===== src/rtl/sha1_pkg.sv =====
// Shared constants and types for the SHA-1 message digest block.
package sha1_pkg;

  localparam logic [31:0] H0 = 32'h67452301;
  localparam logic [31:0] H1 = 32'hEFCDAB89;
  localparam logic [31:0] H2 = 32'h98BADCFE;
  localparam logic [31:0] H3 = 32'h10325476;
  localparam logic [31:0] H4 = 32'hC3D2E1F0;

  localparam logic [31:0] K0 = 32'h5A827999;
  localparam logic [31:0] K1 = 32'h6ED9EBA1;
  localparam logic [31:0] K2 = 32'h8F1BBCDC;
  localparam logic [31:0] K3 = 32'hCA62C1D6;

  localparam int QueueDepth = 2;
  localparam int QueueAw    = 1;

  // Queue entry between front and back ends.
  typedef struct packed {
    logic [7:0] data_byte;
    logic       has_byte;
    logic       final_item;
  } sha1_item_t;

endpackage


===== src/rtl/sha1_message_digest_top.sv =====
// Top level of the streaming SHA-1 message digest block.
// Operation: a byte item is absorbed into the block buffer; a byte closing a 64-byte
// block then runs 80 rounds, one per cycle, and folds the result into the chain.
// A final item pads one byte per cycle, with 80 rounds and a fold per padded block,
// then emits five digest words, one per cycle with out_tready high.
// Throughput: one item at a time in the back end; a 2-entry queue decouples input.
// Reset: synchronous active-low rst_n restores the initial hash and clears counts.
module sha1_message_digest_top (
  input  logic        clk,
  input  logic        rst_n,
  input  logic        in_tvalid,
  output logic        in_tready,
  input  logic [7:0]  in_tdata,   // [7:0] data_byte
  input  logic        in_tlast,   // final_item
  input  logic        in_tuser,   // has_byte
  output logic        out_tvalid,
  input  logic        out_tready,
  output logic [39:0] out_tdata,  // [31:0] digest_word, [34:32] word_index, zero fill
  output logic        out_tlast   // last_word
);
  import sha1_pkg::*;

  sha1_item_t in_item, q_item;
  logic       q_valid, q_ready;
  logic [31:0] word;
  logic [2:0]  idx;

  assign in_item.data_byte  = in_tdata;
  assign in_item.has_byte   = in_tuser;
  assign in_item.final_item = in_tlast;

  // Hold items in the queue while the compression loop runs.
  sha1_front u_front (
    .clk, .rst_n,
    .in_valid (in_tvalid), .in_ready (in_tready), .in_item (in_item),
    .q_valid, .q_ready, .q_item
  );

  sha1_core u_core (
    .clk, .rst_n,
    .q_valid, .q_ready, .q_item,
    .out_tvalid, .out_tready,
    .out_word (word), .out_index (idx), .out_last (out_tlast)
  );

  assign out_tdata = {5'd0, idx, word};
endmodule


===== src/rtl/sha1_front.sv =====
// Input front end: accept items, drop empty non-final items, queue the rest.
module sha1_front (
  input  logic               clk,
  input  logic               rst_n,
  input  logic               in_valid,
  output logic               in_ready,
  input  sha1_pkg::sha1_item_t in_item,
  output logic               q_valid,
  input  logic               q_ready,
  output sha1_pkg::sha1_item_t q_item
);
  import sha1_pkg::*;

  sha1_item_t             mem_r [QueueDepth];
  logic [QueueAw-1:0]     wp_r, wp_nxt, rp_r, rp_nxt;
  logic [QueueAw:0]       cnt_r, cnt_nxt;
  logic                   push, pop;

  assign in_ready = (cnt_r != QueueAw'(0) + (QueueAw+1)'(QueueDepth));
  assign push     = in_valid && in_ready && (in_item.has_byte || in_item.final_item);
  assign q_valid  = (cnt_r != '0);
  assign pop      = q_valid && q_ready;
  assign q_item   = mem_r[rp_r];

  always_comb begin
    wp_nxt  = push ? wp_r + 1'b1 : wp_r;
    rp_nxt  = pop ? rp_r + 1'b1 : rp_r;
    cnt_nxt = cnt_r + (QueueAw+1)'(push) - (QueueAw+1)'(pop);
  end

  always_ff @(posedge clk) begin
    if (!rst_n) begin
      wp_r  <= '0;
      rp_r  <= '0;
      cnt_r <= '0;
    end else begin
      wp_r  <= wp_nxt;
      rp_r  <= rp_nxt;
      cnt_r <= cnt_nxt;
    end
  end

  always_ff @(posedge clk) begin
    if (push) begin
      mem_r[wp_r] <= in_item;
    end
  end

`ifndef SYNTHESIS
  a_no_overflow: assert property (@(posedge clk) disable iff (!rst_n)
    cnt_r <= (QueueAw+1)'(QueueDepth)) else $error("queue overflow");
  a_pop_nonempty: assert property (@(posedge clk) disable iff (!rst_n)
    pop |-> cnt_r != '0) else $error("pop from empty queue");
  a_cnt_track: assert property (@(posedge clk) disable iff (!rst_n)
    (push && !pop) |=> cnt_r == $past(cnt_r) + 1'b1) else $error("count slip");
`endif
endmodule


===== src/rtl/sha1_core.sv =====
// Back end: block packing, padding, 80-round compression and digest output.
module sha1_core (
  input  logic                 clk,
  input  logic                 rst_n,
  input  logic                 q_valid,
  output logic                 q_ready,
  input  sha1_pkg::sha1_item_t q_item,
  output logic                 out_tvalid,
  input  logic                 out_tready,
  output logic [31:0]          out_word,
  output logic [2:0]           out_index,
  output logic                 out_last
);
  import sha1_pkg::*;

  localparam logic [2:0] S_IDLE = 3'd0;
  localparam logic [2:0] S_PAD  = 3'd1;
  localparam logic [2:0] S_RND  = 3'd2;
  localparam logic [2:0] S_ADD  = 3'd3;
  localparam logic [2:0] S_OUT  = 3'd4;

  logic [2:0]  st_r, st_nxt;
  logic [31:0] h_r [5];
  logic [31:0] w_r [16];
  logic [31:0] a_r, b_r, c_r, d_r, e_r;
  logic [63:0] bits_r;
  logic [5:0]  pos_r;
  logic [6:0]  rnd_r;
  logic        fin_r;     // padding in progress
  logic        lenph_r;   // past the 0x80 byte
  logic        lenblk_r;  // current block carries the bit length
  logic        done_r;    // last padded block filled and sent to the rounds
  logic [2:0]  oidx_r;

  logic [7:0]  pbyte;
  logic        pwrite;
  logic [31:0] f, kc, wt, tmp, wnew;
  logic [5:0]  lenbyte;

  assign q_ready = (st_r == S_IDLE);

  // Padding byte for the current position.
  always_comb begin
    lenbyte = pos_r - 6'd56;
    if (!lenph_r) pbyte = 8'h80;
    else if (lenblk_r && pos_r >= 6'd56) pbyte = bits_r[8*(7-lenbyte[2:0]) +: 8];
    else pbyte = 8'h00;
  end

  always_comb begin
    if (rnd_r < 7'd20) begin
      f = (b_r & c_r) | (~b_r & d_r); kc = K0;
    end else if (rnd_r < 7'd40) begin
      f = b_r ^ c_r ^ d_r; kc = K1;
    end else if (rnd_r < 7'd60) begin
      f = (b_r & c_r) | (b_r & d_r) | (c_r & d_r); kc = K2;
    end else begin
      f = b_r ^ c_r ^ d_r; kc = K3;
    end
    wnew = w_r[13] ^ w_r[8] ^ w_r[2] ^ w_r[0];
    wnew = {wnew[30:0], wnew[31]};
    wt   = (rnd_r < 7'd16) ? w_r[0] : wnew;
    tmp  = {a_r[26:0], a_r[31:27]} + f + e_r + wt + kc;
  end

  assign pwrite = (st_r == S_IDLE && q_valid && q_item.has_byte) || (st_r == S_PAD);

  always_comb begin
    st_nxt = st_r;
    case (st_r)
      S_IDLE: if (q_valid) begin
        if (q_item.has_byte && pos_r == 6'd63) st_nxt = S_RND;
        else if (q_item.final_item) st_nxt = S_PAD;
      end
      S_PAD:  if (pos_r == 6'd63) st_nxt = S_RND;
      S_RND:  if (rnd_r == 7'd79) st_nxt = S_ADD;
      S_ADD:  st_nxt = !fin_r ? S_IDLE : (done_r ? S_OUT : S_PAD);
      S_OUT:  if (out_tready && oidx_r == 3'd4) st_nxt = S_IDLE;
      default: st_nxt = S_IDLE;
    endcase
  end

  always_ff @(posedge clk) begin
    if (!rst_n) begin
      st_r     <= S_IDLE;
      pos_r    <= '0;
      bits_r   <= '0;
      rnd_r    <= '0;
      fin_r    <= 1'b0;
      lenph_r  <= 1'b0;
      lenblk_r <= 1'b0;
      done_r   <= 1'b0;
      oidx_r   <= '0;
      a_r <= '0; b_r <= '0; c_r <= '0; d_r <= '0; e_r <= '0;
      h_r[0] <= H0; h_r[1] <= H1; h_r[2] <= H2; h_r[3] <= H3; h_r[4] <= H4;
    end else begin
      case (st_r)
        S_IDLE: if (q_valid) begin
          if (q_item.has_byte) begin
            pos_r  <= pos_r + 6'd1;
            bits_r <= bits_r + 64'd8;
          end
          fin_r   <= q_item.final_item;
          lenph_r <= 1'b0;
          done_r  <= 1'b0;
          rnd_r   <= '0;
          if (q_item.has_byte && pos_r == 6'd63) begin
            a_r <= h_r[0]; b_r <= h_r[1]; c_r <= h_r[2]; d_r <= h_r[3]; e_r <= h_r[4];
          end
          st_r <= st_nxt;
        end
        S_PAD: begin
          pos_r   <= pos_r + 6'd1;
          lenph_r <= 1'b1;
          rnd_r   <= '0;
          // The length goes in this block only if the 0x80 byte left room for it.
          lenblk_r <= (pos_r == 6'd63) ? 1'b1 :
                      (!lenph_r ? (pos_r < 6'd56) : lenblk_r);
          if (lenph_r && lenblk_r && pos_r == 6'd63) done_r <= 1'b1;
          if (pos_r == 6'd63) begin
            a_r <= h_r[0]; b_r <= h_r[1]; c_r <= h_r[2]; d_r <= h_r[3]; e_r <= h_r[4];
            st_r <= S_RND;
          end
        end
        S_RND: begin
          e_r <= d_r; d_r <= c_r; c_r <= {b_r[1:0], b_r[31:2]}; b_r <= a_r; a_r <= tmp;
          rnd_r <= rnd_r + 7'd1;
          if (rnd_r == 7'd79) st_r <= S_ADD;
        end
        S_ADD: begin
          h_r[0] <= h_r[0] + a_r; h_r[1] <= h_r[1] + b_r; h_r[2] <= h_r[2] + c_r;
          h_r[3] <= h_r[3] + d_r; h_r[4] <= h_r[4] + e_r;
          oidx_r <= '0;
          st_r   <= st_nxt;
        end
        S_OUT: if (out_tready) begin
          oidx_r <= oidx_r + 3'd1;
          if (oidx_r == 3'd4) begin
            st_r   <= S_IDLE;
            pos_r  <= '0;
            bits_r <= '0;
            fin_r  <= 1'b0;
            h_r[0] <= H0; h_r[1] <= H1; h_r[2] <= H2; h_r[3] <= H3; h_r[4] <= H4;
          end
        end
        default: st_r <= S_IDLE;
      endcase
    end
  end

  // Byte packing into the block buffer, and the message schedule shift.
  always_ff @(posedge clk) begin
    if (st_r == S_RND) begin
      for (int i = 0; i < 15; i++) w_r[i] <= w_r[i+1];
      w_r[15] <= wt;
    end else if (pwrite) begin
      w_r[pos_r[5:2]][8*(3-pos_r[1:0]) +: 8] <= (st_r == S_PAD) ? pbyte : q_item.data_byte;
    end
  end

  assign out_tvalid = (st_r == S_OUT);
  assign out_word   = h_r[oidx_r];
  assign out_index  = oidx_r;
  assign out_last   = (oidx_r == 3'd4);

`ifndef SYNTHESIS
  a_idx_range: assert property (@(posedge clk) disable iff (!rst_n)
    out_tvalid |-> oidx_r <= 3'd4) else $error("digest index out of range");
  a_round_cnt: assert property (@(posedge clk) disable iff (!rst_n)
    st_r == S_RND |-> rnd_r < 7'd80) else $error("round counter overrun");
  a_out_fin: assert property (@(posedge clk) disable iff (!rst_n)
    out_tvalid |-> fin_r && done_r) else $error("digest without padding");
`endif
endmodule


===== config.mk =====
export PLATFORM = sky130hd
export DESIGN_NAME = sha1_message_digest_top
export DESIGN_NICKNAME = d
export VERILOG_FILES = /design/src/rtl/sha1_pkg.sv /design/src/rtl/sha1_message_digest_top.sv /design/src/rtl/sha1_front.sv /design/src/rtl/sha1_core.sv
export SDC_FILE = /design/constraint.sdc
export NUM_CORES = 2
export LEC_CHECK = 0
export ABC_CLOCK_PERIOD_IN_PS = 6510
export BUFFER_PORTS_ARGS = -buffer_cell sky130_fd_sc_hd__buf_2
export CAP_MARGIN = 20
export CORE_UTILIZATION = 45
export DETAILED_ROUTE_END_ITERATION = 6
export GPL_ROUTABILITY_DRIVEN = 0
export GPL_TIMING_DRIVEN = 0
export HOLD_SLACK_MARGIN = 0.02
export PLACE_DENSITY = 0.71
export SLEW_MARGIN = 40
export SYNTH_ARGS = -nofsm -noshare
export SYNTH_HDL_FRONTEND = slang
export SYNTH_SLANG_ARGS = --single-unit
export TNS_END_PERCENT = 30

===== constraint.sdc =====
create_clock -name clk -period 6.51 [get_ports clk]
set_input_delay 0.651 -clock clk [delete_from_list [all_inputs] [get_ports clk]]
set_output_delay 0.651 -clock clk [all_outputs]
set_load 0.05 [all_outputs]

==> flow_summary_export.csv <==
group,metric,value,unit
yosys,ys_ff_latch,944,
critical_path,path_depth,20,
sta,finalCriticalPeriod,6356,ps
critical_path,cp.required,7080,ps
route,wl_per_cell,24.02,µm
yosys,async_flop_share,0,
yosys,synth_seq_area_share,0.4750,
route,drc,4,
clock_tree,cts_root_buffer,"clkbuf_16",
final_layout,fin_util,0.5036,
floorplanning,fp.dieW,349.6,µm
yosys,syn_area_per_cell,9.859,µm²
critical_path,critPathMaxFanout,10,
route,drt_first_pass_iters,7,
critical_path,crit_family,"adder cells",
placement,pre_cts_ws,-1038,ps
clock_tree,htreeDepth,3,
final_layout,area_delta_synth_final,10.99,%
pwr,power_density,509.6,mW/mm²
min_path,hp-start,"in_tdata[4]",
critical_path,crit_top_cell,"fa_1",
yosys,ys.flop_type,"edfxtp_1",
floorplanning,core,0.1198,mm²
final_layout,final_nets,6024,
critical_path,critical_path_arrival,6930,ps
final_layout,num-fill-cells,10740,
final_layout,drive_above_1_share,0.07235,
yosys,netlist_area,0.05436,mm²
route,viasPerCell,6.073,
placement,hpwl,132400,µm
clock_tree,clkSinkCount,944,
yosys,yosysTopAreaCellShare,0.3822,
pwr,peakVddDrop,0.3271,mV
sta,max_freq,157.3,MHz
critical_path,startpoint,"u_core.rnd_r[6]$_SDFFE_PN0P_",
outcome,violations,"design-rule violations",
yosys,synth_area_leaders,"edfxtp_1 (38%), dfxtp_1 (9.3%), nand2_1 (7.8%)",
min_path,whs_path_depth,1,
global_routing,first_global_vias,42270,
job,drv_cap,0,
floorplanning,die_y,349.6,µm
sta,fin_crit_sh,0.9764,
clock_tree,cts_made_buffers,100,
global_routing,grt_usage,0.2842,
final_layout,stdcell_count,7378,
placement,port_buffers,50,
route,drt_iter0_markers,5524,
pwr,finalPower,30.75,mW
critical_path,critical_path.endpoint_type,"register",
clock_tree,clkLatencyLatePin,720,ps
sta,tightestPinTransition,948.8,ps
yosys,synth_cell_types,83,
floorplanning,start_util,0.4537,
critical_path,rr_startpoint,"u_core.rnd_r[6]$_SDFFE_PN0P_",
sta,final_max_slew_viol_count,0,
critical_path,crit_chain,"or3_4 -> clkinvlp_4 -> buf_4 -> clkbuf_2 -> nor2_2 -> fa_1 -> fa_1 -> inv_1 -> fa_1 -> inv_1 -> ha_1 -> or3_1 -> o221a_2 -> o21ai_2 -> o21ai_0 -> a221o_1 -> o21a_1 -> a31oi_2 -> mux2i_1 -> a31oi_1",
critical_path,worst_path_max_delay_cell,"dfxtp_1",
sta,fin_hold_ws,138.4,ps
route,vias,44800,
global_routing,grt-ovfl-total,0,
critical_path,reg2reg_depth,20,
sta,max_slew_margin,0.3675,
pwr,leakagePower,25.12,nW
clock_tree,clock_path_buffers,3,
sta,setup_viol,0,
clock_tree,hold_buffers,0,
critical_path,worstSetupPathType,"register to register",
final_layout,seq_area,0.02583,mm²
critical_path,path_buf_inv,5,
critical_path,critPathMaxStageDelay,560,ps
sta,rsz0062_at_grt,"no",
sta,hold_viol,0,
yosys,yosysWarnings,0,
final_layout,multiInputGateArea,0.02667,mm²
placement,dp_cells,7191,
clock_tree,clkTransAtPathRegs,60,ps
yosys,synth.largest_area_cell,"edfxtp_1",
yosys,synth_cells,5514,
route,antenna_left,0,
final_layout,final_cell_mix,"nand2_1 (1,125), edfxtp_1 (692), o21ai_0 (641)",
sta,setup_ws,153.6,ps
global_routing,grt_max_degree,34,
critical_path,crit_path_start_kind,"register",
min_path,min_path_type,"input port to register",
final_layout,layout_commonest_cell,"nand2_1",
sta,skew,33.86,ps
yosys,synth-edff-count,692,
global_routing,antenna_found_initial,8,
floorplanning,num_io_pins,57,
outcome,status,"finished with violations",
clock_tree,cts_tree,"built",
floorplanning,die_area,0.1222,mm²
global_routing,grt_pass1_wl,260700,µm
route,wirelength,177200,µm
floorplanning,row_count,127,
==> registers in the layout, summed over array words and instances, names as in the netlist, 2 cells and up, named ones only <==
name              count
u_core.bits_r        61
u_core.st_r           3
u_core.pos_r          6
u_core.e_r           32
u_front.cnt_r         2
u_core.h_r          160
u_core.b_r           32
u_core.w_r          512
u_core.rnd_r          7
u_front.mem_r        20
u_core.a_r           32
u_core.c_r           32
u_core.out_index      3
u_core.d_r           32
==> Yosys cell counts, types with 34 or more instances <==
master / count
o21ai_0: 648
mux4_2: 45
mux2_2: 35
and3_1: 34
clkbuf_1: 256
a21o_1: 71
nor2b_1: 46
o21a_1: 43
mux2i_1: 77
nor2_1: 272
nand2_1: 1125
xnor2_1: 194
nor3_1: 62
inv_1: 240
o211ai_1: 53
xor2_1: 90
dfxtp_1: 252
o211a_1: 144
fa_1: 115
nand2b_1: 39
or3_1: 39
a21oi_1: 200
nand3_1: 153
edfxtp_1: 692
ha_1: 215
==> area by class of cell <==
type / count / share of cell area
Antenna cell: 2 / 0.00008295
Buffer: 287 / 0.01947
Clock buffer: 129 / 0.04429
Clock inverter: 57 / 0.01004
Inverter: 242 / 0.01514
Multi-Input combinational cell: 4040 / 0.4420
Sequential cell: 944 / 0.4281
Tap cell: 1612 / 0.03343
Timing Repair Buffer: 65 / 0.007465
==> per-layer routing <==
layer,GRT usage,part of all wire
met3,0.05592,0.12
met1,0.3760,0.38
met4,0.1460,0.057
met5,0,0.00017
met2,0.4425,0.44
==> repair_timing <==
action                     in CTS  in global routing
buffers inserted                2                  1
setup endpoints to repair      25                 11
pin swaps                       0                  1
hold endpoints to repair        0                  0
gates resized for setup        17                 15
==> worst register-to-register path, stage by stage (launching register included) <==
cell	delay [ps]
dfxtp_1	560
or3_4	330
clkinvlp_4	100
buf_4	180
clkbuf_2	290
nor2_2	540
fa_1	530
fa_1	520
inv_1	60
fa_1	520
inv_1	50
ha_1	210
or3_1	470
o221a_2	320
o21ai_2	90
o21ai_0	170
a221o_1	400
o21a_1	300
a31oi_2	260
mux2i_1	230
a31oi_1	100
==> worst paths after layout <==
kind / end / slack, ps
max: u_core.a_r[28]$_SDFFE_PN0P_ / 150
min: u_front.mem_r[0][6]$_DFFE_PP_ / 140
max reg2reg: u_core.a_r[28]$_SDFFE_PN0P_ / 150
min reg2reg: u_core.bits_r[52]$_SDFFE_PN0P_ / 510
==> logic make-up after synthesis <==
| logic type | count (synthesis) | share of synthesized area |
|---|---|---|
| simple gates | 1881 | 0.1488 |
| compound gates | 1382 | 0.1606 |
| flops | 944 | 0.4750 |
| buf+inv | 534 | 0.03742 |
| fa+ha+maj | 330 | 0.09183 |
| xor+xnor | 285 | 0.04617 |
| mux | 157 | 0.04007 |
| other cells | 1 | 0.00006898 |
==> report_power, final <==
group | switching (mW) | internal, mW
combinational | 9.59 | 5.90
clock | 2.59 | 3.27
sequential | 1.35 | 8.04
total | 13.5 | 17.2
==> through the flow <==
stage          setup TNS (ps)  cell area [µm²]
6_report                    0            60340
4_1_cts                     0            60280
3_3_place_gp           -11130            56650
3_5_place_dp           -13000            56960
5_1_grt                     0            60330
2_1_floorplan               0            54380
Power figures use the tool's default switching activity.
